[config.mk]
export PLATFORM = sky130hd
export DESIGN_NAME = char_lcd_nibble_sequencer
export DESIGN_NICKNAME = d
export VERILOG_FILES = /design/src/rtl/clns_pkg.sv /design/src/rtl/char_lcd_nibble_sequencer.sv
export SDC_FILE = /design/constraint.sdc
export NUM_CORES = 1
export LEC_CHECK = 0
export ABC_AREA = 1
export BUFFER_PORTS_ARGS = -buffer_cell sky130_fd_sc_hd__buf_2
export CORE_UTILIZATION = 50
export CTS_BUF_LIST = sky130_fd_sc_hd__clkbuf_4 sky130_fd_sc_hd__clkbuf_8
export CTS_CLUSTER_SIZE = 8
export DETAILED_ROUTE_END_ITERATION = 16
export GPL_TIMING_DRIVEN = 0
export PLACE_DENSITY = 0.63
export SLEW_MARGIN = 5
export SYNTH_ARGS = -nofsm -noshare
export SYNTH_HDL_FRONTEND = slang
export SYNTH_SLANG_ARGS = --single-unit
[constraint.sdc]
create_clock -name clk -period 4.25 [get_ports clk]
set_input_delay 0.425 -clock clk [delete_from_list [all_inputs] [get_ports clk]]
set_output_delay 0.425 -clock clk [all_outputs]
set_load 0.02 [all_outputs]
[src/rtl/clns_pkg.sv]
// Package for the character LCD nibble sequencer: word types, codes, step tables
// and the step decode functions. Depends on nothing else.
package clns_pkg;

    // Width of the wait counter; configured waits above its range saturate.
    localparam int WAIT_BITS = 16;
    localparam logic [32:0] WAIT_LIM = (33'd1 << WAIT_BITS) - 33'd1;

    // Command codes carried in the func field.
    localparam logic [1:0] FN_TICK = 2'd0;
    localparam logic [1:0] FN_INIT = 2'd1;
    localparam logic [1:0] FN_INST = 2'd2;
    localparam logic [1:0] FN_DATA = 2'd3;

    // Sequencer modes; the command modes share the command codes.
    localparam logic [1:0] MODE_IDLE = 2'd0;
    localparam logic [1:0] MODE_INIT = 2'd1;
    localparam logic [1:0] MODE_INST = 2'd2;
    localparam logic [1:0] MODE_DATA = 2'd3;

    // Configuration register indexes.
    localparam logic [2:0] CFG_POWER  = 3'd0;
    localparam logic [2:0] CFG_LONG   = 3'd1;
    localparam logic [2:0] CFG_SHORT  = 3'd2;
    localparam logic [2:0] CFG_RECOV  = 3'd3;
    localparam logic [2:0] CFG_INST   = 3'd4;
    localparam logic [2:0] CFG_DATA   = 3'd5;
    localparam logic [2:0] CFG_STROBE = 3'd6;

    // Kinds of wait that a step loads.
    localparam logic [2:0] WK_POWER  = 3'd0;
    localparam logic [2:0] WK_LONG   = 3'd1;
    localparam logic [2:0] WK_SHORT  = 3'd2;
    localparam logic [2:0] WK_RECOV  = 3'd3;
    localparam logic [2:0] WK_STROBE = 3'd4;
    localparam logic [2:0] WK_INST   = 3'd5;
    localparam logic [2:0] WK_DATA   = 3'd6;

    // Pin word bits.
    localparam logic [6:0] PIN_EN = 7'h40;
    localparam logic [6:0] PIN_RS = 7'h20;

    // Init sequence: the head of raw pulses, then the set-up instruction bytes.
    localparam int INIT_HEAD  = 15;
    localparam int INIT_BYTES = 5;
    localparam int BYTE_STEPS = 5;

    localparam logic [6:0] INIT_PINS [INIT_HEAD] = '{
        7'h00, 7'h03, 7'h43, 7'h03, 7'h03, 7'h03, 7'h43, 7'h03,
        7'h03, 7'h03, 7'h43, 7'h03, 7'h03, 7'h43, 7'h03
    };
    localparam logic [2:0] INIT_WAITS [INIT_HEAD] = '{
        WK_POWER, WK_STROBE, WK_STROBE, WK_RECOV, WK_LONG,
        WK_STROBE, WK_STROBE, WK_RECOV, WK_SHORT,
        WK_STROBE, WK_STROBE, WK_RECOV,
        WK_STROBE, WK_STROBE, WK_RECOV
    };
    localparam logic [7:0] INIT_CODES [INIT_BYTES] = '{
        8'h28, 8'h06, 8'h08, 8'h0F, 8'h01
    };

    // One input word.
    typedef struct packed {
        logic [1:0] func;
        logic [7:0] byte_value;
    } cmd_t;

    // One result word.
    typedef struct packed {
        logic [6:0] lcd_pins;
        logic       busy_res;
        logic       rejected;
        logic       sequence_done;
    } res_t;

    // Decoded step: whether it exists, its pin word and its wait kind.
    typedef struct packed {
        logic       ok;
        logic [6:0] pin;
        logic [2:0] kind;
    } step_t;

    // Clamp a configured wait to the counter width.
    function automatic logic [WAIT_BITS-1:0] sat_wait(logic [15:0] v);
        logic [32:0] wide;
        wide = 33'(v);
        if (wide > WAIT_LIM)
            return '1;
        else
            return WAIT_BITS'(wide);
    endfunction

    // One of the five pin writes of a byte. The low nibble has no leading
    // write without enable, so it strobes with enable then data alone.
    function automatic step_t byte_step(logic [7:0] b, logic [2:0] j, logic rs,
                                        logic [2:0] settle);
        step_t      s;
        logic [6:0] hi;
        logic [6:0] lo;
        logic [6:0] p;
        hi = {3'b000, b[7:4]};
        lo = {3'b000, b[3:0]};
        case (j)
            3'd0:    p = hi;
            3'd1:    p = PIN_EN | hi;
            3'd2:    p = hi;
            3'd3:    p = PIN_EN | lo;
            default: p = lo;
        endcase
        s.ok   = 1'b1;
        s.pin  = p | (rs ? PIN_RS : 7'h00);
        s.kind = (j == 3'd4) ? settle : WK_STROBE;
        return s;
    endfunction

    // Step idx of a sequence in the given mode; ok is low past its end.
    function automatic step_t step_desc(logic [1:0] mode, logic [5:0] idx,
                                        logic [7:0] latched);
        step_t      s;
        logic [5:0] r;
        logic [2:0] q;
        logic [2:0] j;
        s = '0;
        r = '0;
        q = '0;
        j = '0;
        unique case (mode) inside
            MODE_INIT:
            begin
                if (idx < 6'(INIT_HEAD))
                begin
                    s.ok   = 1'b1;
                    s.pin  = INIT_PINS[idx[3:0]];
                    s.kind = INIT_WAITS[idx[3:0]];
                end
                else
                begin
                    r = idx - 6'(INIT_HEAD);
                    if (r < 6'(INIT_BYTES * BYTE_STEPS))
                    begin
                        // Split the offset into byte number and step within it.
                        for (int k = 0; k < INIT_BYTES; k++)
                        begin
                            if (r >= 6'(BYTE_STEPS * k))
                            begin
                                q = 3'(k);
                                j = 3'(r - 6'(BYTE_STEPS * k));
                            end
                        end
                        s = byte_step(INIT_CODES[q], j, 1'b0, WK_INST);
                    end
                end
            end
            MODE_INST, MODE_DATA:
            begin
                if (idx < 6'(BYTE_STEPS))
                    s = byte_step(latched, idx[2:0], mode == MODE_DATA,
                                  (mode == MODE_DATA) ? WK_DATA : WK_INST);
            end
            default:
            begin
                s = '0;
            end
        endcase
        return s;
    endfunction

endpackage

[src/rtl/char_lcd_nibble_sequencer.sv]
// Top level of the character LCD nibble sequencer: sequencer state, wait counter,
// configuration registers and result register. Depends on clns_pkg.

// Each input word is a microsecond tick or a command (init sequence, instruction
// byte, data byte) and yields exactly one result word carrying the pin word, busy,
// rejected and sequence-done flags. A word is taken every clock cycle: the whole
// step decode and the wait counter update sit between the state registers and a
// single result register, so the only thing that holds the input back is a result
// still waiting in that register while the output side stalls. Commands that arrive
// while a sequence or wait runs are dropped and flagged as rejected. Configuration
// writes are taken at any cycle but are meant to be made while the block is idle.
module char_lcd_nibble_sequencer (
    input  logic                 clk,
    input  logic                 rst_n,
    input  logic                 cmd_valid,
    output logic                 cmd_stall,
    input  clns_pkg::cmd_t       cmd,
    output logic                 res_valid,
    input  logic                 res_stall,
    output clns_pkg::res_t       res,
    input  logic                 cfg_we,
    input  logic [2:0]           cfg_index,
    input  logic [15:0]          cfg_data
);
    import clns_pkg::*;

    // Configuration registers.
    logic [15:0] power_on_wait_reg;
    logic [15:0] init_gap_long_reg;
    logic [15:0] init_gap_short_reg;
    logic [15:0] init_pulse_recovery_reg;
    logic [15:0] inst_settle_reg;
    logic [15:0] data_settle_reg;
    logic [7:0]  strobe_ticks_reg;

    // Sequencer state.
    logic [1:0]           mode_reg, mode_next;
    logic [5:0]           step_reg, step_next;
    logic [WAIT_BITS-1:0] wait_reg, wait_next;
    logic [6:0]           pin_reg, pin_next;
    logic [7:0]           byte_reg, byte_next;

    // Result register.
    logic res_valid_reg, res_valid_next;
    res_t res_reg, res_next;

    logic  cmd_acc;
    logic  rej;
    logic  done;
    step_t nxt;
    step_t first;

    assign cmd_stall = res_valid_reg & res_stall;
    assign cmd_acc   = cmd_valid & ~cmd_stall;
    assign res_valid = res_valid_reg;
    assign res       = res_reg;

    // Wait value that a step of the given kind loads.
    function automatic logic [WAIT_BITS-1:0] wait_of(logic [2:0] kind);
        logic [15:0] v;
        unique case (kind)
            WK_POWER: v = power_on_wait_reg;
            WK_LONG:  v = init_gap_long_reg;
            WK_SHORT: v = init_gap_short_reg;
            WK_RECOV: v = init_pulse_recovery_reg;
            WK_INST:  v = inst_settle_reg;
            WK_DATA:  v = data_settle_reg;
            default:  v = {8'h00, strobe_ticks_reg};
        endcase
        return sat_wait(v);
    endfunction

    // Configuration writes; an index past the last register is ignored.
    always_ff @(posedge clk or negedge rst_n)
    begin
        if (!rst_n)
        begin
            power_on_wait_reg       <= 16'd15000;
            init_gap_long_reg       <= 16'd4100;
            init_gap_short_reg      <= 16'd100;
            init_pulse_recovery_reg <= 16'd1000;
            inst_settle_reg         <= 16'd500;
            data_settle_reg         <= 16'd250;
            strobe_ticks_reg        <= 8'd1;
        end
        else if (cfg_we)
        begin
            unique case (cfg_index)
                CFG_POWER:  power_on_wait_reg       <= cfg_data;
                CFG_LONG:   init_gap_long_reg       <= cfg_data;
                CFG_SHORT:  init_gap_short_reg      <= cfg_data;
                CFG_RECOV:  init_pulse_recovery_reg <= cfg_data;
                CFG_INST:   inst_settle_reg         <= cfg_data;
                CFG_DATA:   data_settle_reg         <= cfg_data;
                CFG_STROBE: strobe_ticks_reg        <= cfg_data[7:0];
                default:    ;
            endcase
        end
    end

    // Step decode for the tick and command paths.
    assign nxt   = step_desc(mode_reg, step_reg + 6'd1, byte_reg);
    assign first = step_desc(cmd.func, 6'd0,
                             (cmd.func != FN_INIT) ? cmd.byte_value : byte_reg);

    // Next state of the sequencer for an accepted word.
    always_comb
    begin
        mode_next = mode_reg;
        step_next = step_reg;
        wait_next = wait_reg;
        pin_next  = pin_reg;
        byte_next = byte_reg;
        rej       = 1'b0;
        done      = 1'b0;
        if (cmd_acc)
        begin
            if (cmd.func == FN_TICK)
            begin
                if (mode_reg != MODE_IDLE)
                begin
                    if (wait_reg > WAIT_BITS'(1))
                    begin
                        wait_next = wait_reg - WAIT_BITS'(1);
                    end
                    else if (nxt.ok)
                    begin
                        step_next = step_reg + 6'd1;
                        pin_next  = nxt.pin;
                        wait_next = wait_of(nxt.kind);
                    end
                    else
                    begin
                        // Last step finished: go idle, keep the pin word.
                        mode_next = MODE_IDLE;
                        step_next = '0;
                        wait_next = '0;
                        done      = 1'b1;
                    end
                end
            end
            else if (mode_reg != MODE_IDLE)
            begin
                rej = 1'b1;
            end
            else
            begin
                if (cmd.func != FN_INIT)
                    byte_next = cmd.byte_value;
                mode_next = cmd.func;
                step_next = '0;
                pin_next  = first.pin;
                wait_next = wait_of(first.kind);
            end
        end
    end

    // Result word for the accepted input word.
    always_comb
    begin
        res_next.lcd_pins      = pin_next;
        res_next.busy_res      = (mode_next != MODE_IDLE);
        res_next.rejected      = rej;
        res_next.sequence_done = done;
        if (cmd_acc)
            res_valid_next = 1'b1;
        else
            res_valid_next = res_valid_reg & res_stall;
    end

    // Sequencer state registers.
    always_ff @(posedge clk or negedge rst_n)
    begin
        if (!rst_n)
        begin
            mode_reg      <= MODE_IDLE;
            step_reg      <= '0;
            wait_reg      <= '0;
            pin_reg       <= '0;
            byte_reg      <= '0;
            res_valid_reg <= 1'b0;
        end
        else
        begin
            mode_reg      <= mode_next;
            step_reg      <= step_next;
            wait_reg      <= wait_next;
            pin_reg       <= pin_next;
            byte_reg      <= byte_next;
            res_valid_reg <= res_valid_next;
        end
    end

    // Result payload loads only when a word is accepted.
    always_ff @(posedge clk)
    begin
        if (cmd_acc)
            res_reg <= res_next;
    end

    // A rejected command never comes with an idle sequencer.
    a_rej_busy: assert property (@(posedge clk) disable iff (!rst_n)
        (res_valid && res.rejected) |-> res.busy_res)
        else $error("rejected result reported while not busy");

    // The end of a sequence leaves the block idle.
    a_done_idle: assert property (@(posedge clk) disable iff (!rst_n)
        (res_valid && res.sequence_done) |-> !res.busy_res)
        else $error("sequence done reported while still busy");

    // An idle sequencer holds a cleared step index and wait counter.
    a_idle_clear: assert property (@(posedge clk) disable iff (!rst_n)
        (mode_reg == MODE_IDLE) |-> (step_reg == '0 && wait_reg == '0))
        else $error("idle sequencer with stale step or wait");

    // A command taken while busy is flagged in the next result.
    a_busy_reject: assert property (@(posedge clk) disable iff (!rst_n)
        (cmd_acc && cmd.func != FN_TICK && mode_reg != MODE_IDLE)
        |=> (res_valid && res.rejected))
        else $error("command taken while busy was not rejected");

endmodule

======== After elaboration in Yosys (flattened, before gate mapping) ========
Memories as Yosys holds them, arrays and structs flattened.
Index checks and enable logic that the tools add are counted.
word-level totals
  flip-flop bits (word level) ............. 154
  memory bits (read-only) ................. 224
  word-level logic and storage cells ...... 170
  memories ................................ 3
operators by class
  add/sub/neg operators ................... 7
  magnitude comparators ................... 11
  equality and inequality tests ........... 34
  muxes and demuxes ....................... 64
  bitwise logic cells ..................... 9
  reduce and logical (&&, ||, !) cells .... 24
memory list
  name             depth  bits a word  rd ports  clocked after memory_dff  write ports  line             text
  (no name shown)  16     7            1         0                         0            clns_pkg.sv:133  s.pin = INIT_PINS[idx[3:0]];
  (no name shown)  8      8            1         0                         0            clns_pkg.sv:150  s = byte_step(INIT_CODES[q], j, 1'b0, WK_INST);
  (no name shown)  16     3            1         0                         0            clns_pkg.sv:134  s.kind = INIT_WAITS[idx[3:0]];
operators with widths
  operator                                                            count
  one-hot mux 16 bit (6 select lines)                                 2
  2-to-1 mux 16 bit                                                   5
  2-to-1 mux 7 bit                                                    11
  2-to-1 mux 3 bit                                                    16
  2-to-1 mux 6 bit                                                    7
  one-hot mux 7 bit (3 select lines)                                  2
  2-to-1 mux 11 bit                                                   3
  == test 3 x 2 -> 1 bit (second input constant)                      10
  == test 3 bit (second input constant)                               9
  2-to-1 mux 8 bit                                                    3
  one-hot mux 11 bit (2 select lines)                                 1
  one-hot mux 10 bit (2 select lines)                                 1
  > comparator 16 x 1 -> 1 bit (second input constant)                1
  2-to-1 mux 2 bit                                                    8
  subtractor 16 x 1 -> 16 bit (second input constant)                 1
  == test 3 x 1 -> 1 bit (second input constant)                      5
  logical NOT 3 bit                                                   5
  OR 7 x 6 -> 7 bit                                                   2
  AND reduction 2 bit                                                 7
  greater-or-equal comparator 6 x 4 -> 1 bit (second input constant)  2
  subtractor 3 bit (second input constant)                            3
  == test 2 bit (second input constant)                               4
  AND reduction 4 bit                                                 2
  OR reduction 2 bit                                                  4
  other kinds (23)                                                    35

======== Depth between registers and ports, before layout ========
  depth in word-level cells ............... 24
  gate-level depth with buffers ........... 28
  depth with buffers taken out ............ 27

======== Least setup slack after synthesis ========
No wires, ideal clock.
  path type ............................... reg2reg
  start point ............................. register step_reg[1]
  end point ............................... register wait_reg[2]
  arrival time ............................ 3.038 ns
  slack ................................... 1.083 ns
  stages on the path, launching flop included .. 29
  clock period less this slack ............ 3.167 ns
  cells stage by stage .................... dfrtp_1 > ha_1 > ha_1 > buf_2 > nand4_1 > inv_1 > nor2_1 > nand2_1 > nand2_4 > nor3_2 > inv_2 > nand2_1 > nand2_1 > nand2_1 > nand2_1 > nand2_1 > inv_2 > nand2_4 > nand2_8 > buf_8 > buf_6 > nand3_1 > nand3_1 > nor2_1 > nand2_1 > nand2_1 > nand2_1 > nand2_1 > a21oi_1
on the way
  cells in the longest elaborated chain, start to end .. 22
  elaborated cells on any way between the ends .. 45
RTL lines
  what                                        line                              text
  start: declaration                          char_lcd_nibble_sequencer.sv:38   logic [5:0] step_reg, step_next;
  start signal: assignment                    char_lcd_nibble_sequencer.sv:186  step_reg <= step_next;
  adder 6 x 1 -> 6 bit *                      char_lcd_nibble_sequencer.sv:102  assign nxt = step_desc(mode_reg, step_reg + 6'd1, byte_reg);
  subtractor 6 x 4 -> 6 bit                   clns_pkg.sv:138                   r = idx - 6'(INIT_HEAD);
  greater-or-equal comparator 6 x 1 -> 1 bit  clns_pkg.sv:144                   if (r >= 6'(BYTE_STEPS * k))
  2-to-1 mux 3 bit (5 in series)              clns_pkg.sv:144
  2-to-1 mux 3 bit                            clns_pkg.sv:139                   if (r < 6'(INIT_BYTES * BYTE_STEPS))
  2-to-1 mux 3 bit                            clns_pkg.sv:130                   if (idx < 6'(INIT_HEAD))
  2-to-1 mux 3 bit                            clns_pkg.sv:127                   unique case (mode) inside
  == test 3 bit                               clns_pkg.sv:112                   s.kind = (j == 3'd4) ? settle : WK_STROBE;
  (+2 left out)                               -
  2-to-1 mux 11 bit                           clns_pkg.sv:130
  one-hot mux 11 bit (2 select lines) *       clns_pkg.sv:127
  == test 3 bit (tied with other cells)       char_lcd_nibble_sequencer.sv:61   unique case (kind)
  one-hot mux 16 bit (6 select lines)         char_lcd_nibble_sequencer.sv:61
  2-to-1 mux 16 bit *                         char_lcd_nibble_sequencer.sv:126  else if (nxt.ok)
  2-to-1 mux 16 bit *                         char_lcd_nibble_sequencer.sv:122  if (wait_reg > WAIT_BITS'(1))
  2-to-1 mux 16 bit *                         char_lcd_nibble_sequencer.sv:120  if (mode_reg != MODE_IDLE)
  2-to-1 mux 16 bit *                         char_lcd_nibble_sequencer.sv:118  if (cmd.func == FN_TICK)
  end signal: assignment                      char_lcd_nibble_sequencer.sv:187  wait_reg <= wait_next;
  end: declaration                            char_lcd_nibble_sequencer.sv:39   logic [WAIT_BITS-1:0] wait_reg, wait_next;
Mark *: on every way between the ends. The rest lies on a longest branch, timed or not. The select of a mux whose other input is x is not followed.
A chain may end at the register's enable or synchronous reset.

======== Worst setup path after layout ========
  start point ............................. register step_reg[0]
  end point ............................... register res_reg (netlist bit res[5]), data pin
on the way
  cells in the longest elaborated chain, start to end .. 23
  elaborated cells on any way between the ends .. 61
RTL lines
  what                                        line                              text
  adder 6 x 1 -> 6 bit *                      char_lcd_nibble_sequencer.sv:102
  subtractor 6 x 4 -> 6 bit                   clns_pkg.sv:138
  greater-or-equal comparator 6 x 3 -> 1 bit  clns_pkg.sv:144
  2-to-1 mux 1 bit                            clns_pkg.sv:144
  2-to-1 mux 3 bit (3 in series)              clns_pkg.sv:144
  2-to-1 mux 3 bit                            clns_pkg.sv:139
  2-to-1 mux 3 bit                            clns_pkg.sv:130
  2-to-1 mux 3 bit                            clns_pkg.sv:127
  (+6 left out)                               -
  2-to-1 mux 11 bit                           clns_pkg.sv:130
  one-hot mux 11 bit (2 select lines) *       clns_pkg.sv:127
  2-to-1 mux 7 bit *                          char_lcd_nibble_sequencer.sv:126
  2-to-1 mux 7 bit *                          char_lcd_nibble_sequencer.sv:122
  2-to-1 mux 7 bit *                          char_lcd_nibble_sequencer.sv:120
  2-to-1 mux 7 bit *                          char_lcd_nibble_sequencer.sv:118
  2-to-1 mux 7 bit *                          char_lcd_nibble_sequencer.sv:116  if (cmd_acc)
  named net pin_next[2]                       char_lcd_nibble_sequencer.sv:40   logic [6:0] pin_reg, pin_next;
  end signal: assignment                      char_lcd_nibble_sequencer.sv:198  res_reg <= res_next;
  end: declaration                            char_lcd_nibble_sequencer.sv:45   res_t res_reg, res_next;
Mark *: on every way through the listed nets, which the timed path passes. The rest lies on a longest branch. The select of a mux whose other input is x is not followed.

==> out/qor.csv <==
metric,value,unit
gp_congestion,0.830,
synth_cell_type_count,51,
grt_pass1_wl,38700,microns
yosysSeqAreaShare,45.5,%
ys_seq_elements,154,
synth_xor_area_share,0.505,%
clockBufferDepth,2,
final_hold_viol_count,7,
n_fill_cell,1609,
clk_pin_slew,0.09,ns
cpMaxStageDelayCell,dfrtp_1,
dieArea,17900,sq um
die_h,134,microns
drive_gt1_share,14.6,%
r2r_cells,20,
cp_data_required_time,4.47,ns
cpMostUsedCell,nand2_1,
start_kind,flip-flop,
fin_cells,1435,
synthCells,1138,
grt_max_degree,79,
firstDrtPassIters,6,
path_cells,ha_1 -> ha_1 -> buf_2 -> nand4_1 -> inv_1 -> nor2_1 -> nand2_1 -> nand2_4 -> a21oi_2 -> nand2_1 -> nand2_1 -> inv_1 -> nor2_1 -> inv_1 -> a21oi_1 -> o21ai_0 -> o211ai_1 -> nand2_1 -> nand2_1 -> nand2_1,
postCtsHoldBufs,0,
synthArstFlopShare,93.5,%
cts_tree,done,
post_drt_via_cell_ratio,5.36,
tightest_slew,0.997,ns
grt_overflow,0,
synth_fp_nets,1189,
cap_violations,0,
slew_violations,0,
crit_arrival,4.14,ns
p_leak,4.75,nW
placed_area,9210,sq um
portBuffers,45,
diodes,0,
crit_path_max_fanout,10,
hp-class,in2async,
ctsResizeCount,0,
grt_antenna_before_repair,0,
setup_viol,0,
endpoint,res[5],
yosysWarnings,0,
finalPower,0.00381,W
yosys-mux-area-fraction,0.750,%
dp.cells,1404,
die_w,134,microns
rr_startpoint,step_reg[0],
dpl.hpwl,17900,microns
drtIter0Drc,701,
wl_per_cell,16.4,microns
area_growth,11.5,%
synth_area,8670,sq um
period_share,92.4,%
drc,0,
synth_simple_gate_area_share,26.9,%
worst_setup_path_end_kind,flip-flop,
synth_top_family_by_area,simple AND/OR/NAND/NOR gates,
period_minus_slack,3.93,ns
synth.avg_cell_area,7.62,sq um
cts_buffers,17,
worstReg2RegEnd,res[5],
slew-limit-headroom,32.8,%
fp.coreArea,16800,sq um
holdWs,-0.0255,ns
grt_pass1_vias,7239,
fin_nets,1253,
critPathMaxStageDelay,0.45,ns
criticalPathCategory,reg2reg,
cts_root_buf,clkbuf_8,
violations,negative hold slack,
postCtsSetupBuffers,0,
clock_skew,0.00968,ns
design_area,9670,sq um
r2r_slack,0.32,ns
synth-adder-area-share,2.45,%
grt_usage,28.2,%
synth_compound_area_share,15.2,%
fp-row-count,47,
routed_wirelength,23500,microns
pin_count,46,
ys.flop_type,dfrtp_1,
status,finished with violations,
cts.sinks,154,
clk_latency,0.47,ns
max-vdd-ir-drop,0.000246,V
antenna_left,0,
synth-edff-count,10,
htree_num_levels,4,
start_util,51.8,%
fmax,255,MHz
setup_tns,0,ns
vias,7692,
startpoint,step_reg[0],
power_density,395,nW/um^2
[per-stage QoR]
step / util (%) / worst slack (ns)
finish: 57.7 / 0.322
global route: 57.7 / -0.00441
CTS: 57.6 / 0.216
detailed placement: 55.0 / 0.242
global placement: 54.7 / 0.212
floorplan: - / 1.08
[placed cells by master, fill, tap and decap left out, types with 29 or more instances in the layout]
cell type,n
a21oi_1,37
buf_2,52
clkbuf_1,29
dfrtp_1,112
dfstp_2,31
inv_1,132
nand2_1,318
nand3_1,64
nor2_1,89
o21ai_0,134
[Yosys cell counts, types with 2 or more instances]
master | number | area (sq um)
a21boi_1 | 10 | 75.1
a21oi_1 | 37 | 185
a21oi_2 | 2 | 17.5
a221oi_1 | 8 | 70.1
a22oi_1 | 3 | 22.5
a31oi_1 | 4 | 25.0
buf_2 | 8 | 40.0
buf_4 | 2 | 15.0
buf_6 | 3 | 33.8
clkbuf_1 | 30 | 113
dfrtp_1 | 113 | 2830
dfstp_2 | 31 | 815
edfxtp_1 | 10 | 300
ha_1 | 17 | 213
inv_1 | 132 | 495
inv_2 | 11 | 41.3
mux2_2 | 4 | 45.0
mux2i_1 | 2 | 20.0
nand2_1 | 318 | 1190
nand2_2 | 7 | 43.8
nand2_4 | 6 | 67.6
nand3_1 | 64 | 320
nand3_2 | 2 | 20.0
nand4_1 | 20 | 125
nor2_1 | 90 | 338
nor2_2 | 7 | 43.8
nor2_4 | 3 | 33.8
nor3_1 | 9 | 45.0
nor3_2 | 2 | 20.0
o211ai_1 | 7 | 52.6
o21a_1 | 4 | 30.0
o21ai_0 | 134 | 671
o21ai_1 | 9 | 45.0
o21ai_2 | 2 | 17.5
o22ai_1 | 6 | 37.5
o31ai_1 | 2 | 15.0
xor2_1 | 5 | 43.8
[layer usage]
metal,vias to the layer above,global-route usage [%],wire (microns),part of all wire [%]
met5,-,0,0,0
met4,0,8.59,331,1.4
met3,28,4.72,1180,5.0
met2,180,41.3,10400,44
met1,3646,42.2,11600,49
li1,3838,-,-,-
[where the power goes]
| part | leakage (nW) | switching [W] | internal (W) |
|---|---|---|---|
| registers | 1.80 | 0.000161 | 0.00175 |
| logic | 2.73 | 0.000397 | 0.000241 |
| clock network | 0.216 | 0.000610 | 0.000651 |
| total | 4.75 | 0.00117 | 0.00265 |
[critical path: cells and delay by family, from the launching register on]
family / cells / cell delay, ns
adder cells (fa/ha/maj): 2 / 0.56
AO/OA/AOI/OAI: 4 / 0.71
flip-flops: 1 / 0.45
buffers and inverters: 4 / 0.66
AND/OR/NAND/NOR: 10 / 1.29
[final cells by class]
cell class	instances	area (sq um)	area share (%)
Timing Repair Buffer	46	259	2.68
Buffer	44	216	2.24
Tap cell	220	275	2.85
Sequential cell	154	3940	40.8
Clock inverter	15	211	2.19
Multi-Input combinational cell	796	3990	41.3
Inverter	143	537	5.55
Clock buffer	17	234	2.42
[worst min-delay path by stage]
stage | endpoint | slack (ns) | cells past startpoint
floorplan | byte_reg[0] | 0.13 | 0
global placement | init_gap_long_reg[5] | 0.47 | 2
detailed placement | init_gap_short_reg[8] | 0.47 | 2
CTS | data_settle_reg[2] | 0.01 | 1
global route | data_settle_reg[2] | 0.05 | 1
finish | data_settle_reg[2] | -0.03 | 1
[cells by family after synthesis]
group / Yosys count
compound gates: 234
xor+xnor: 5
fa+ha+maj: 17
buf+inv: 188
flops: 154
mux: 6
simple gates: 534
(Power assumes the default switching activity.)
